### src/rtl/frequency_weighted_age_replacement_macros.svh
// Assertion macros for the page replacement table.
`ifndef FREQUENCY_WEIGHTED_AGE_REPLACEMENT_MACROS_SVH
`define FREQUENCY_WEIGHTED_AGE_REPLACEMENT_MACROS_SVH
`ifndef SYNTHESIS
`define FWAR_ASSERT_IMP(label, clk, rst, a, c, msg) \
   label: assert property (@(posedge clk) disable iff (rst) (a) |-> (c)) else $error(msg);
`define FWAR_ASSERT_NXT(label, clk, rst, a, c, msg) \
   label: assert property (@(posedge clk) disable iff (rst) (a) |=> (c)) else $error(msg);
`else
`define FWAR_ASSERT_IMP(label, clk, rst, a, c, msg)
`define FWAR_ASSERT_NXT(label, clk, rst, a, c, msg)
`endif
`endif

### src/rtl/fwar_pkg.sv
// Shared types and constants for the page replacement table.
package fwar_pkg;
   localparam int PAGE_WIDTH = 31;
   localparam int SLOT_WIDTH = 4;
   localparam int TIME_WIDTH = 32;

   typedef struct packed {
      logic [PAGE_WIDTH-1:0] page_id;
   } req_type;

   typedef struct packed {
      logic                  hit;
      logic [SLOT_WIDTH-1:0] slot;
      logic                  evicted;
      logic [PAGE_WIDTH-1:0] evicted_page_id;
   } rsp_type;
endpackage

### src/rtl/fwar_if.sv
// Valid/ready channel interfaces for requests and responses.
interface fwar_req_if import fwar_pkg::*; ();
   logic    valid;
   logic    ready;
   req_type data;
   modport source (output valid, output data, input ready);
   modport sink (input valid, input data, output ready);
endinterface

interface fwar_rsp_if import fwar_pkg::*; ();
   logic    valid;
   logic    ready;
   rsp_type data;
   modport source (output valid, output data, input ready);
   modport sink (input valid, input data, output ready);
endinterface

### src/rtl/frequency_weighted_age_replacement.sv
// Top level: LRFU-style page table with memory-held entries and serial scan.
//
// Usage: one page access request per req transaction (page_id); one rsp
// transaction per request with hit, slot, evicted and evicted_page_id.
// The entry table (page, last-use, count) lives in one synchronous memory
// with a registered read port; valid bits are flip-flops cleared at reset.
// Every request first sweeps all CAPACITY entries, one memory read per
// cycle, to look for a hit and the lowest free slot. A full-table miss
// makes a second sweep that stages each candidate in a register and
// compares it against the current best one per cycle. The entry is then
// written back.
// The response is registered in S_WR after the lookup sweep on a hit or a
// free-slot miss, and after the second sweep and S_CMP on an eviction.
// A new request is taken only in S_IDLE, once the previous one has gone
// through S_WR and S_OUT; the block handles one request at a time.
// The response sits in an output register; while the receiver stalls, the
// block holds it and takes no new request until it drains.
// Reset (synchronous, active high) clears valid bits, the access clock and
// the control state; no clearing pass is needed.
`include "frequency_weighted_age_replacement_macros.svh"
module frequency_weighted_age_replacement import fwar_pkg::*; #(
   parameter int CAPACITY    = 16,
   parameter int COUNT_WIDTH = 16
) (
   input  logic       clock,
   input  logic       reset,
   fwar_req_if.sink   req,
   fwar_rsp_if.source rsp
);
   localparam int IW = (CAPACITY > 1) ? $clog2(CAPACITY) : 1;
   localparam int EW = PAGE_WIDTH + TIME_WIDTH + COUNT_WIDTH;
   localparam logic [COUNT_WIDTH-1:0] CMAX = '1;

   localparam logic [2:0] S_IDLE = 3'd0;
   localparam logic [2:0] S_LOOK = 3'd1;
   localparam logic [2:0] S_SCAN = 3'd2;
   localparam logic [2:0] S_CMP  = 3'd3;
   localparam logic [2:0] S_WR   = 3'd4;
   localparam logic [2:0] S_OUT  = 3'd5;

   logic [2:0]            state_ff, state_in;
   logic [EW-1:0]         mem [CAPACITY];
   logic [EW-1:0]         rd_ff;
   logic [CAPACITY-1:0]   valid_ff;
   logic [TIME_WIDTH-1:0] clock_ff;
   logic [PAGE_WIDTH-1:0] pid_ff;
   logic [IW:0]           addr_ff;     // read address counter
   logic [IW:0]           idx_ff;      // index of data in rd_ff
   logic                  rdv_ff;
   logic                  hit_ff, free_ff;
   logic [IW-1:0]         tgt_ff;
   logic [EW-1:0]         tgt_data_ff;
   logic [IW-1:0]         best_ff, cidx_ff;
   logic [TIME_WIDTH-1:0] best_age_ff, cage_ff;
   logic [COUNT_WIDTH:0]  best_den_ff, cden_ff;
   logic [PAGE_WIDTH-1:0] best_page_ff, cpage_ff;
   logic                  cmpv_ff, first_ff;
   logic                  better;
   rsp_type               rsp_ff;
   logic                  rspv_ff;

   logic [PAGE_WIDTH-1:0]  rd_page;
   logic [TIME_WIDTH-1:0]  rd_time, rd_age;
   logic [COUNT_WIDTH-1:0] rd_cnt;
   assign rd_page = rd_ff[EW-1 -: PAGE_WIDTH];
   assign rd_time = rd_ff[COUNT_WIDTH +: TIME_WIDTH];
   assign rd_cnt  = rd_ff[COUNT_WIDTH-1:0];
   assign rd_age  = clock_ff - rd_time;

   fwar_score #(.COUNT_WIDTH(COUNT_WIDTH)) u_score (
      .cand_age (cage_ff),
      .cand_den (cden_ff),
      .best_age (best_age_ff),
      .best_den (best_den_ff),
      .better   (better)
   );

   assign req.ready = (state_ff == S_IDLE) && !rspv_ff;
   assign rsp.valid = rspv_ff;
   assign rsp.data  = rsp_ff;

   logic [IW-1:0]  ra;
   logic           rd_en, scanning;
   assign scanning = (state_ff == S_LOOK) || (state_ff == S_SCAN);
   assign rd_en = scanning && (addr_ff < (IW+1)'(CAPACITY));
   assign ra    = addr_ff[IW-1:0];

   // synchronous table memory read
   always_ff @(posedge clock) begin
      if (rd_en) rd_ff <= mem[ra];
   end

   // write back the target entry
   always_ff @(posedge clock) begin
      if (state_ff == S_WR) mem[tgt_ff] <= tgt_data_ff;
   end

   // next state
   always_comb begin
      state_in = state_ff;
      case (state_ff)
         S_IDLE: if (req.valid && req.ready) state_in = S_LOOK;
         S_LOOK: if (rdv_ff && idx_ff == (IW+1)'(CAPACITY-1)) begin
            if (hit_ff || free_ff) state_in = S_WR;
            else if (valid_ff[idx_ff[IW-1:0]] && rd_page == pid_ff) state_in = S_WR;
            else if (!valid_ff[idx_ff[IW-1:0]]) state_in = S_WR;
            else state_in = S_SCAN;
         end
         S_SCAN: if (rdv_ff && idx_ff == (IW+1)'(CAPACITY-1)) state_in = S_CMP;
         S_CMP:  state_in = S_WR;
         S_WR:   state_in = S_OUT;
         S_OUT:  state_in = S_IDLE;
         default: state_in = S_IDLE;
      endcase
   end

   // datapath and control
   always_ff @(posedge clock) begin
      if (reset) begin
         state_ff <= S_IDLE;
         valid_ff <= '0;
         clock_ff <= '0;
         rspv_ff  <= 1'b0;
         rdv_ff   <= 1'b0;
         cmpv_ff  <= 1'b0;
      end else begin
         state_ff <= state_in;
         if (rsp.valid && rsp.ready) rspv_ff <= 1'b0;
         rdv_ff <= rd_en;
         idx_ff <= addr_ff;
         if (rd_en) addr_ff <= addr_ff + 1'b1;
         // stage candidate ahead of the score compare
         cmpv_ff <= (state_ff == S_SCAN) && rdv_ff;
         cidx_ff <= idx_ff[IW-1:0];
         cage_ff <= rd_age;
         cden_ff <= {1'b0, rd_cnt} + 1'b1;
         cpage_ff <= rd_page;
         case (state_ff)
            S_IDLE: if (req.valid && req.ready) begin
               pid_ff   <= req.data.page_id;
               clock_ff <= clock_ff + 1'b1;
               addr_ff  <= '0;
               hit_ff   <= 1'b0;
               free_ff  <= 1'b0;
            end
            S_LOOK: if (rdv_ff && !hit_ff) begin
               if (valid_ff[idx_ff[IW-1:0]] && rd_page == pid_ff) begin
                  hit_ff <= 1'b1;
                  tgt_ff <= idx_ff[IW-1:0];
                  tgt_data_ff <= {pid_ff, clock_ff,
                     (rd_cnt < CMAX) ? rd_cnt + 1'b1 : rd_cnt};
               end else if (!valid_ff[idx_ff[IW-1:0]] && !free_ff) begin
                  free_ff <= 1'b1;
                  tgt_ff  <= idx_ff[IW-1:0];
               end
               if (idx_ff == (IW+1)'(CAPACITY-1)) begin
                  addr_ff  <= '0;
                  first_ff <= 1'b1;
               end
            end
            S_SCAN: begin
               if (rdv_ff && first_ff) begin
                  first_ff     <= 1'b0;
                  best_ff      <= '0;
                  best_age_ff  <= rd_age;
                  best_den_ff  <= {1'b0, rd_cnt} + 1'b1;
                  best_page_ff <= rd_page;
               end else if (cmpv_ff && better) begin
                  best_ff <= cidx_ff; best_age_ff <= cage_ff;
                  best_den_ff <= cden_ff; best_page_ff <= cpage_ff;
               end
            end
            S_CMP: begin
               // compare the last staged candidate here
               if (cmpv_ff && better) begin
                  best_ff <= cidx_ff; best_page_ff <= cpage_ff;
                  tgt_ff <= cidx_ff;
               end else tgt_ff <= best_ff;
            end
            S_WR: begin
               valid_ff[tgt_ff] <= 1'b1;
               rspv_ff <= 1'b1;
               rsp_ff.hit  <= hit_ff;
               rsp_ff.slot <= SLOT_WIDTH'(tgt_ff);
               rsp_ff.evicted <= !hit_ff && !free_ff;
               rsp_ff.evicted_page_id <= (!hit_ff && !free_ff) ? best_page_ff : '0;
            end
            default: ;
         endcase
         if (state_ff == S_LOOK && state_in == S_WR && !hit_ff
             && !(valid_ff[idx_ff[IW-1:0]] && rd_page == pid_ff))
            tgt_data_ff <= {pid_ff, clock_ff, COUNT_WIDTH'(1)};
         if (state_ff == S_CMP) tgt_data_ff <= {pid_ff, clock_ff, COUNT_WIDTH'(1)};
      end
   end

   `FWAR_ASSERT_IMP(a_hold_busy, clock, reset, rspv_ff, !req.ready, "input open while busy")
   `FWAR_ASSERT_NXT(a_wr_out, clock, reset, state_ff == S_WR, rspv_ff, "no response after write")
   `FWAR_ASSERT_IMP(a_evict_full, clock, reset, state_ff == S_CMP, &valid_ff, "evict with free slot")
endmodule

### src/rtl/fwar_score.sv
// Cross-multiply score compare of the staged candidate against the current best.
module fwar_score import fwar_pkg::*; #(
   parameter int COUNT_WIDTH = 16
) (
   input  logic [TIME_WIDTH-1:0]  cand_age,
   input  logic [COUNT_WIDTH:0]   cand_den,
   input  logic [TIME_WIDTH-1:0]  best_age,
   input  logic [COUNT_WIDTH:0]   best_den,
   output logic                   better
);
   localparam int PW = TIME_WIDTH + COUNT_WIDTH + 1;
   logic [PW-1:0] lhs, rhs;

   // cross-multiply both scores, then compare; ties keep the best
   assign lhs    = PW'(cand_age) * PW'(best_den);
   assign rhs    = PW'(best_age) * PW'(cand_den);
   assign better = lhs > rhs;
endmodule

### src/flat_wrapper.sv
// flat-port wrapper written by rule: the top's interface ports become plain ports
module frequency_weighted_age_replacement_flat import fwar_pkg::*;
#(
   parameter int CAPACITY    = 16,
   parameter int COUNT_WIDTH = 16
)
  (clock, reset, req_valid, req_data, req_ready, rsp_valid, rsp_data, rsp_ready);
  fwar_req_if req_i ();
  fwar_rsp_if rsp_i ();
  input  logic clock;
  input  logic reset;
  input wire logic [$bits(req_i.valid)-1:0] req_valid;
  input wire logic [$bits(req_i.data)-1:0] req_data;
  output wire logic [$bits(req_i.ready)-1:0] req_ready;
  output wire logic [$bits(rsp_i.valid)-1:0] rsp_valid;
  output wire logic [$bits(rsp_i.data)-1:0] rsp_data;
  input wire logic [$bits(rsp_i.ready)-1:0] rsp_ready;
  assign req_i.valid = req_valid;
  assign req_i.data = req_data;
  assign req_ready = req_i.ready;
  assign rsp_valid = rsp_i.valid;
  assign rsp_data = rsp_i.data;
  assign rsp_i.ready = rsp_ready;
  frequency_weighted_age_replacement #(.CAPACITY(CAPACITY), .COUNT_WIDTH(COUNT_WIDTH)) u_core (.clock(clock), .reset(reset), .req(req_i), .rsp(rsp_i));
endmodule
### config.mk
export PLATFORM = sky130hd
export DESIGN_NAME = frequency_weighted_age_replacement_flat
export DESIGN_NICKNAME = d
export VERILOG_FILES = /design/src/rtl/fwar_pkg.sv /design/src/rtl/fwar_if.sv /design/src/rtl/frequency_weighted_age_replacement.sv /design/src/rtl/fwar_score.sv /design/src/flat_wrapper.sv
export VERILOG_INCLUDE_DIRS = /design/src /design/src/rtl
export SDC_FILE = /design/constraint.sdc
export NUM_CORES = 2
export LEC_CHECK = 0
export ABC_AREA = 1
export BUFFER_PORTS_ARGS = -buffer_cell sky130_fd_sc_hd__buf_4
export CORE_MARGIN = 2
export CORE_UTILIZATION = 32
export DETAILED_ROUTE_END_ITERATION = 10
export PLACE_DENSITY = 0.54
export SLEW_MARGIN = 25
export SYNTH_ARGS = -nofsm -noshare
export SYNTH_HDL_FRONTEND = slang
export SYNTH_HIERARCHICAL = 1
export SYNTH_SLANG_ARGS = --single-unit
### constraint.sdc
create_clock -name clock -period 20.5 [get_ports clock]
set_input_delay 1.025 -clock clock [delete_from_list [all_inputs] [get_ports clock]]
set_output_delay 1.025 -clock clock [all_outputs]
set_load 0.05 [all_outputs]
* After elaboration in Yosys (flattened, before gate mapping)
Memories as Yosys holds them, arrays and structs flattened. A register that Yosys moved wholly into a read port is not among the register bits. Cells that the tools add are included.
Storage, ports and cells: RAM bits 1264, memories 1, memory bits (read-only) 0, latch bits 0, flip-flop bits (word level) 386, word-level logic and storage cells 154, input bits 35, output and inout bits 39
Cells by class: multiplexer cells 52, divide/modulo/power cells 0, add/subtract/negate cells 5, shifts and indexed selects 0, $lt $le $gt $ge 6, bitwise gates (word level) 2, $mul 2, eq/ne operators 15, reductions and logical operators 44
Memories:
- u_core.mem | words 16, bits a word 79, rd ports 1, clocked after Yosys merged registers in 1, wr ports 1, RTL line frequency_weighted_age_replacement.sv:42 | logic [EW-1:0] mem [CAPACITY];
Operator list (number):
- 79-bit 2-to-1 mux | 5
- 32-bit by 17-bit multiplier with 49-bit output | 2
- 32-bit 2-to-1 mux | 2
- 31-bit 2-to-1 mux | 2
- 31-bit one-hot mux with 2 select lines | 1
- 49-bit > comparator | 1
- 17-bit 2-to-1 mux | 2
- 32-bit by 1-bit adder with 32-bit output (second input constant) | 1
- 32-bit subtractor | 1
- 31-bit equality test | 1
- 4-bit 2-to-1 mux | 5
- 5-bit 2-to-1 mux | 4
- 3-bit 2-to-1 mux | 6
- 16-bit by 1-bit adder with 17-bit output (second input constant) | 1
- 16-bit by 1-bit adder with 16-bit output (second input constant) | 1
- 1-bit logical AND | 16
- 16-bit < comparator (second input constant) | 1
- 16-bit 2-to-1 mux | 1
- 16-bit bitwise OR | 1
- 4-bit one-hot mux with 2 select lines | 2
- 1-bit 2-to-1 mux | 15
- 3-bit one-hot mux with 5 select lines | 1
- 2-bit nonzero test | 6
- 4-bit by 5-bit < comparator with 1-bit output (second input constant) | 2
- other kinds (25) | 46

* Depth between registers and ports, before layout
depth after elaboration 13, depth in mapped cells 45, depth with buffers taken out 42

* Hierarchy
The synthesis kept the hierarchy.
By module, submodules not included:
- frequency_weighted_age_replacement | times used 1, cells each 5294, seq. area each 51379.3 um2, area each 68416.9 um2
- fwar_score | times used 1, cells each 5512, seq. area each 0.0 um2, area each 38729.6 um2

* Worst setup path before layout
OpenSTA, ideal clock, no wires.
path kind register to register, from reg u_core.cage_ff[29], to reg u_core.best_age_ff[0], enable pin, data arrival time 10.321 ns, data required time 19.971 ns, clock period less this slack 10.850 ns, buffers on the path 4, stages on the path, launching flop included 38, setup time 0.529 ns, path slack 9.650 ns, cell sequence edfxtp_1 -> clkbuf_1 -> clkbuf_1 -> nand2_1 -> fa_1 -> inv_1 -> fa_1 -> inv_1 -> fa_1 -> inv_1 -> fa_1 -> fa_1 -> inv_1 -> fa_1 -> inv_1 -> ha_1 -> nand2_1 -> nor2_1 -> [... 2 more ...] -> nand2_1 -> nor2_1 -> nand2_1 -> nand4_1 -> nand2_1 -> ha_1 -> nand2_1 -> nor2_1 -> nand2_1 -> nor2_1 -> nand2_1 -> a21oi_1 -> nor2_1 -> nor2_1 -> clkbuf_1 -> nand2_1 -> clkbuf_1 -> a211oi_1
Between the ends: word-level cells in the longest chain between the ends 5
Ends and longest elaborated chain:
- from (decl) | RTL line frequency_weighted_age_replacement.sv:54 | logic [TIME_WIDTH-1:0] best_age_ff, cage_ff;
- from (signal assigned) | RTL line frequency_weighted_age_replacement.sv:135 | cage_ff <= rd_age;
- 32-bit by 17-bit multiplier with 49-bit output | RTL line fwar_score.sv:15 | assign lhs = PW'(cand_age) * PW'(best_den);
- 49-bit > comparator | RTL line fwar_score.sv:17 | assign better = lhs > rhs;
- net u_core.better | RTL line frequency_weighted_age_replacement.sv:58 | logic better;
- 1-bit logical AND | RTL line frequency_weighted_age_replacement.sv:168 | end else if (cmpv_ff && better) begin
- 2-bit nonzero test (no source line)
- 3-bit AND reduction (no source line)
- to (signal assigned) | RTL line frequency_weighted_age_replacement.sv:165 | best_age_ff <= rd_age;
- to (signal assigned) | RTL line frequency_weighted_age_replacement.sv:169 | best_ff <= cidx_ff; best_age_ff <= cage_ff;
- to (decl) | RTL line frequency_weighted_age_replacement.sv:54
The timed path passes the listed nets, and every way through them passes these cells. A chain may end at the register's enable or synchronous reset.

* Worst setup path in the final report
from reg u_core.cage_ff[7], to reg u_core.best_age_ff[11], enable pin
Same word-level chain as after synthesis.

==> metrics.log <==
INFO  metric cts_buffer_depth = 3
INFO  metric startpoint_type = register
INFO  metric hpwl = roughly 200000 um
INFO  metric max_cap_viol_count = 0
INFO  metric synth_top_area_share = a little under half
INFO  metric initial_core_util = between 30% and 40%
INFO  metric fin_nets = between 10000 and 15000
INFO  metric min_period_over_period = between 40% and 50%
INFO  metric die-area = between 300000 and 400000 um2
INFO  metric outcome = completed
INFO  metric async_flop_share = 0%
INFO  metric class_of_the_most_critical_setup_path = register to register
INFO  metric synth_enable_flop_cells = approximately 1700
INFO  metric critical-path-max-stage-delay = between 1000 and 1500 ps
INFO  metric stdcell_area = roughly 120000 um2
INFO  metric placed_area = between 100000 and 150000 um2
INFO  metric totalPowerFinal = ~0.019 W
INFO  metric path_clk_slew = approximately 60 ps
INFO  metric grt_pass1_vias = 75590
INFO  metric grt_antenna_before_repair = 4
INFO  metric clk-insertion-delay-late = around 820 ps
INFO  metric numPortBuffers = 73
INFO  metric groute.usage.overall = between 15 and 20%
INFO  metric cp-end-kind = register
INFO  metric area_delta_synth_final = 10.28%
INFO  metric tritoncts = built
INFO  metric synth.ff_latch_count = roughly 1700
INFO  metric wl = between 300000 and 400000 um
INFO  metric timing.critical_path.fanout_max = 49
INFO  metric max_freq = between 100 and 150 MHz
INFO  metric post_synth_main_area_contributors = sky130_fd_sc_hd__edfxtp_1 (47%), sky130_fd_sc_hd__fa_1 (17%), sky130_fd_sc_hd__nand2_1 (8.4%)
INFO  metric design.portCount = between 70 and 80
INFO  metric drv_slew = 0
INFO  metric timing.clock.skew = around 63 ps
INFO  metric drive_gt1_share = 5.381%
INFO  metric core_region_area = about 330000 um2
INFO  metric most_frequent_cell_on_the_critical_path = sky130_fd_sc_hd__nand2_1
INFO  metric critical_path_arrival = 10100 ps
INFO  metric pin_count_of_the_biggest_net_entering_global_routing = between 150 and 200
INFO  metric first_pass_iters = 6
INFO  metric report.final.hold_viol_count = 0
INFO  metric drt_wl_cell = 20.74 um
INFO  metric placement_rows = roughly 210
INFO  metric rsz_0062_raised_after_global_routing = false
INFO  metric cts-htree-levels = 4
INFO  metric clock_sinks = between 1500 and 2000
INFO  metric tritoncts.num_buffers = around 180
INFO  metric max_slew.worst_pin.slew = 1081 ps
INFO  metric drc = 0
INFO  metric syn_area = 107100 um2
INFO  metric worstPathRequired = 20950 ps
INFO  metric synthCells = 10810
INFO  metric cts.root.buffer_cell = sky130_fd_sc_hd__clkbuf_16
INFO  metric synth_area_per_cell = slightly below 10 um2
INFO  metric timing.setup.tns = 0 ps
INFO  metric detailedRoute.firstIterationViolations = ~7000
INFO  metric hp-class = primary input to register
INFO  metric fin_crit = between 9000 and 10000 ps
INFO  metric total_gr_overflow = 0
INFO  metric cts-resized-gates = 0
INFO  metric postCtsSetupBuffers = 0
INFO  metric finalSetupViolCount = 0
INFO  metric dieHeight = around 600 um
INFO  metric avgViaCountPerCell = just under 5
INFO  metric insertedDiodeCount = 0
INFO  metric detailroute.via_count = roughly 75000
INFO  metric power_per_cell_area = 157.8 nW/um2
INFO  metric synthesis.nets = around 12000
INFO  metric slew-limit-headroom = between 20 and 30%
INFO  metric predominant_post_synthesis_flop_cell = sky130_fd_sc_hd__edfxtp_1
INFO  metric leakage = 50.60 nW
INFO  metric slowest_stage = sky130_fd_sc_hd__edfxtp_1
INFO  metric ys_seq_area_share = a little under half
INFO  metric grt_first_pass_wirelength = between 400000 and 500000 um
INFO  metric fp.dieW = ~600 um
INFO  metric yosys_warnings = 6
INFO  metric synth_cell_type_count = around 50
INFO  metric fillers = about 34000
INFO  metric post-synth-top-area-cell = sky130_fd_sc_hd__edfxtp_1
INFO  metric hold_buffer_count_at_cts = 0
INFO  metric globalplace.congestion = 0.9668
INFO  metric final_antenna_net_count = 0
INFO  metric peakVddDrop = ~0.33 mV
[critical path: cells and delay by family, from the launching register on]
family	cells	cell delay [ps]
AOI/OAI and AO/OA	2	400
buffers and inverters	8	1610
adders and majority gates	8	3780
DFF	1	1030
and+or+nand+nor	18	2290
[flip-flops by register name, indices dropped and copies added, names as in the netlist, 3 cells and up]
name	flops
u_core/cden_ff	17
u_core/mem	1264
u_core/state_ff	3
u_core/valid_ff	16
u_core/best_page_ff	31
u_core/cage_ff	32
u_core/pid_ff	31
u_core/cidx_ff	4
u_core/idx_ff	5
u_core/rsp.data	37
u_core/best_ff	4
u_core/addr_ff	5
u_core/cpage_ff	31
u_core/best_age_ff	32
u_core/tgt_data_ff	79
u_core/rd_ff	79
u_core/best_den_ff	17
u_core/clock_ff	32
u_core/tgt_ff	4
[worst paths after layout]
path	start	end	slack (ps)	depth (start not counted)
worst min-delay path	req_data[26]	u_core/pid_ff[26]	380	1
worst min register to register	u_core/valid_ff[8]	u_core/valid_ff[8]	470	2
worst max-delay path	u_core/cage_ff[7]	u_core/best_age_ff[11]	10850	36
worst max register to register	u_core/cage_ff[7]	u_core/best_age_ff[11]	10850	36
[Yosys cell counts, drive strengths merged (134+ instances only)]
cell type and instances:
fa 899, ha 329, o21ai 706, nor2 1049
inv 2039, edfxtp 1675, a21oi 159, o221ai 134
clkbuf 450, o22ai 182, nand2 2408, nand3 319
[cell type report]
cell class	instances	area (um2)	share of cell area [%]
Multi-Input combinational cell	6513	46230	39.13
Tap cell	4387	5489	4.646
Timing Repair Buffer	224	1794	1.519
Inverter	2041	7694	6.511
Clock inverter	87	732.0	0.6195
Sequential cell	1729	51380	43.48
Clock buffer	240	4835	4.092
[metrics by stage]
stage          cells  setup slack (ps)  hold WS (ps)  utilization [%]
6_report       15220             10850         376.6            35.44
3_3_place_gp   14890             10950         451.2            33.76
2_1_floorplan  10810              9650         424.4                -
3_5_place_dp   14890             10940         460.7            33.77
5_1_grt        15220             10490         329.6            35.44
4_1_cts        15220             10910         312.4            35.44
[power breakdown]
group	internal, W	switching [W]
combinational	0.00379	0.00780
clock	0.00175	0.00137
sequential	0.00388	0.0000505
total	0.00942	0.00922
[routing by layer]
metal	track usage (%)	up-vias	routed length, um
met3	1.995	488	17440
li1	-	34200	-
met2	30.97	2360	150500
met1	25.08	37530	138700
met4	5.398	0	9046
met5	0	-	0
[kinds of logic (layout without fill, tap and decap cells)]
kind of cell	Yosys count	after routing	share of synthesized area (%)
xor gates and xnor gates	113	113	0.9237
buffers and inverters	2564	2592	9.066
DFF	1729	1729	47.95
AOI/OAI and AO/OA	1275	1275	6.835
and+or+nand+nor	3893	3893	14.54
muxes	4	4	0.04204
adders and majority gates	1228	1228	20.64
[cell usage in the layout, fill, tap and decap left out, drive strengths merged]
master and count:
a2111oi 1, a211oi 3, a21boi 1, a21o 7
a21oi 159, a31oi 41, and2 17, buf 224
bufinv 7, clkbuf 240, clkinv 71, clkinvlp 3
dfxtp 54, edfxtp 1675, fa 899, ha 329
inv 2047, mux2 4, nand2 2408, nand3 319
nand3b 20, nand4 34, nor2 1049, nor3 29
nor3b 1, nor4 11, o211ai 24, o21a 5
o21ai 706, o21bai 12, o221ai 134, o22ai 182
or2 4, or3 1, xnor2 46, xor2 67
Power figures use the tool's default switching activity.
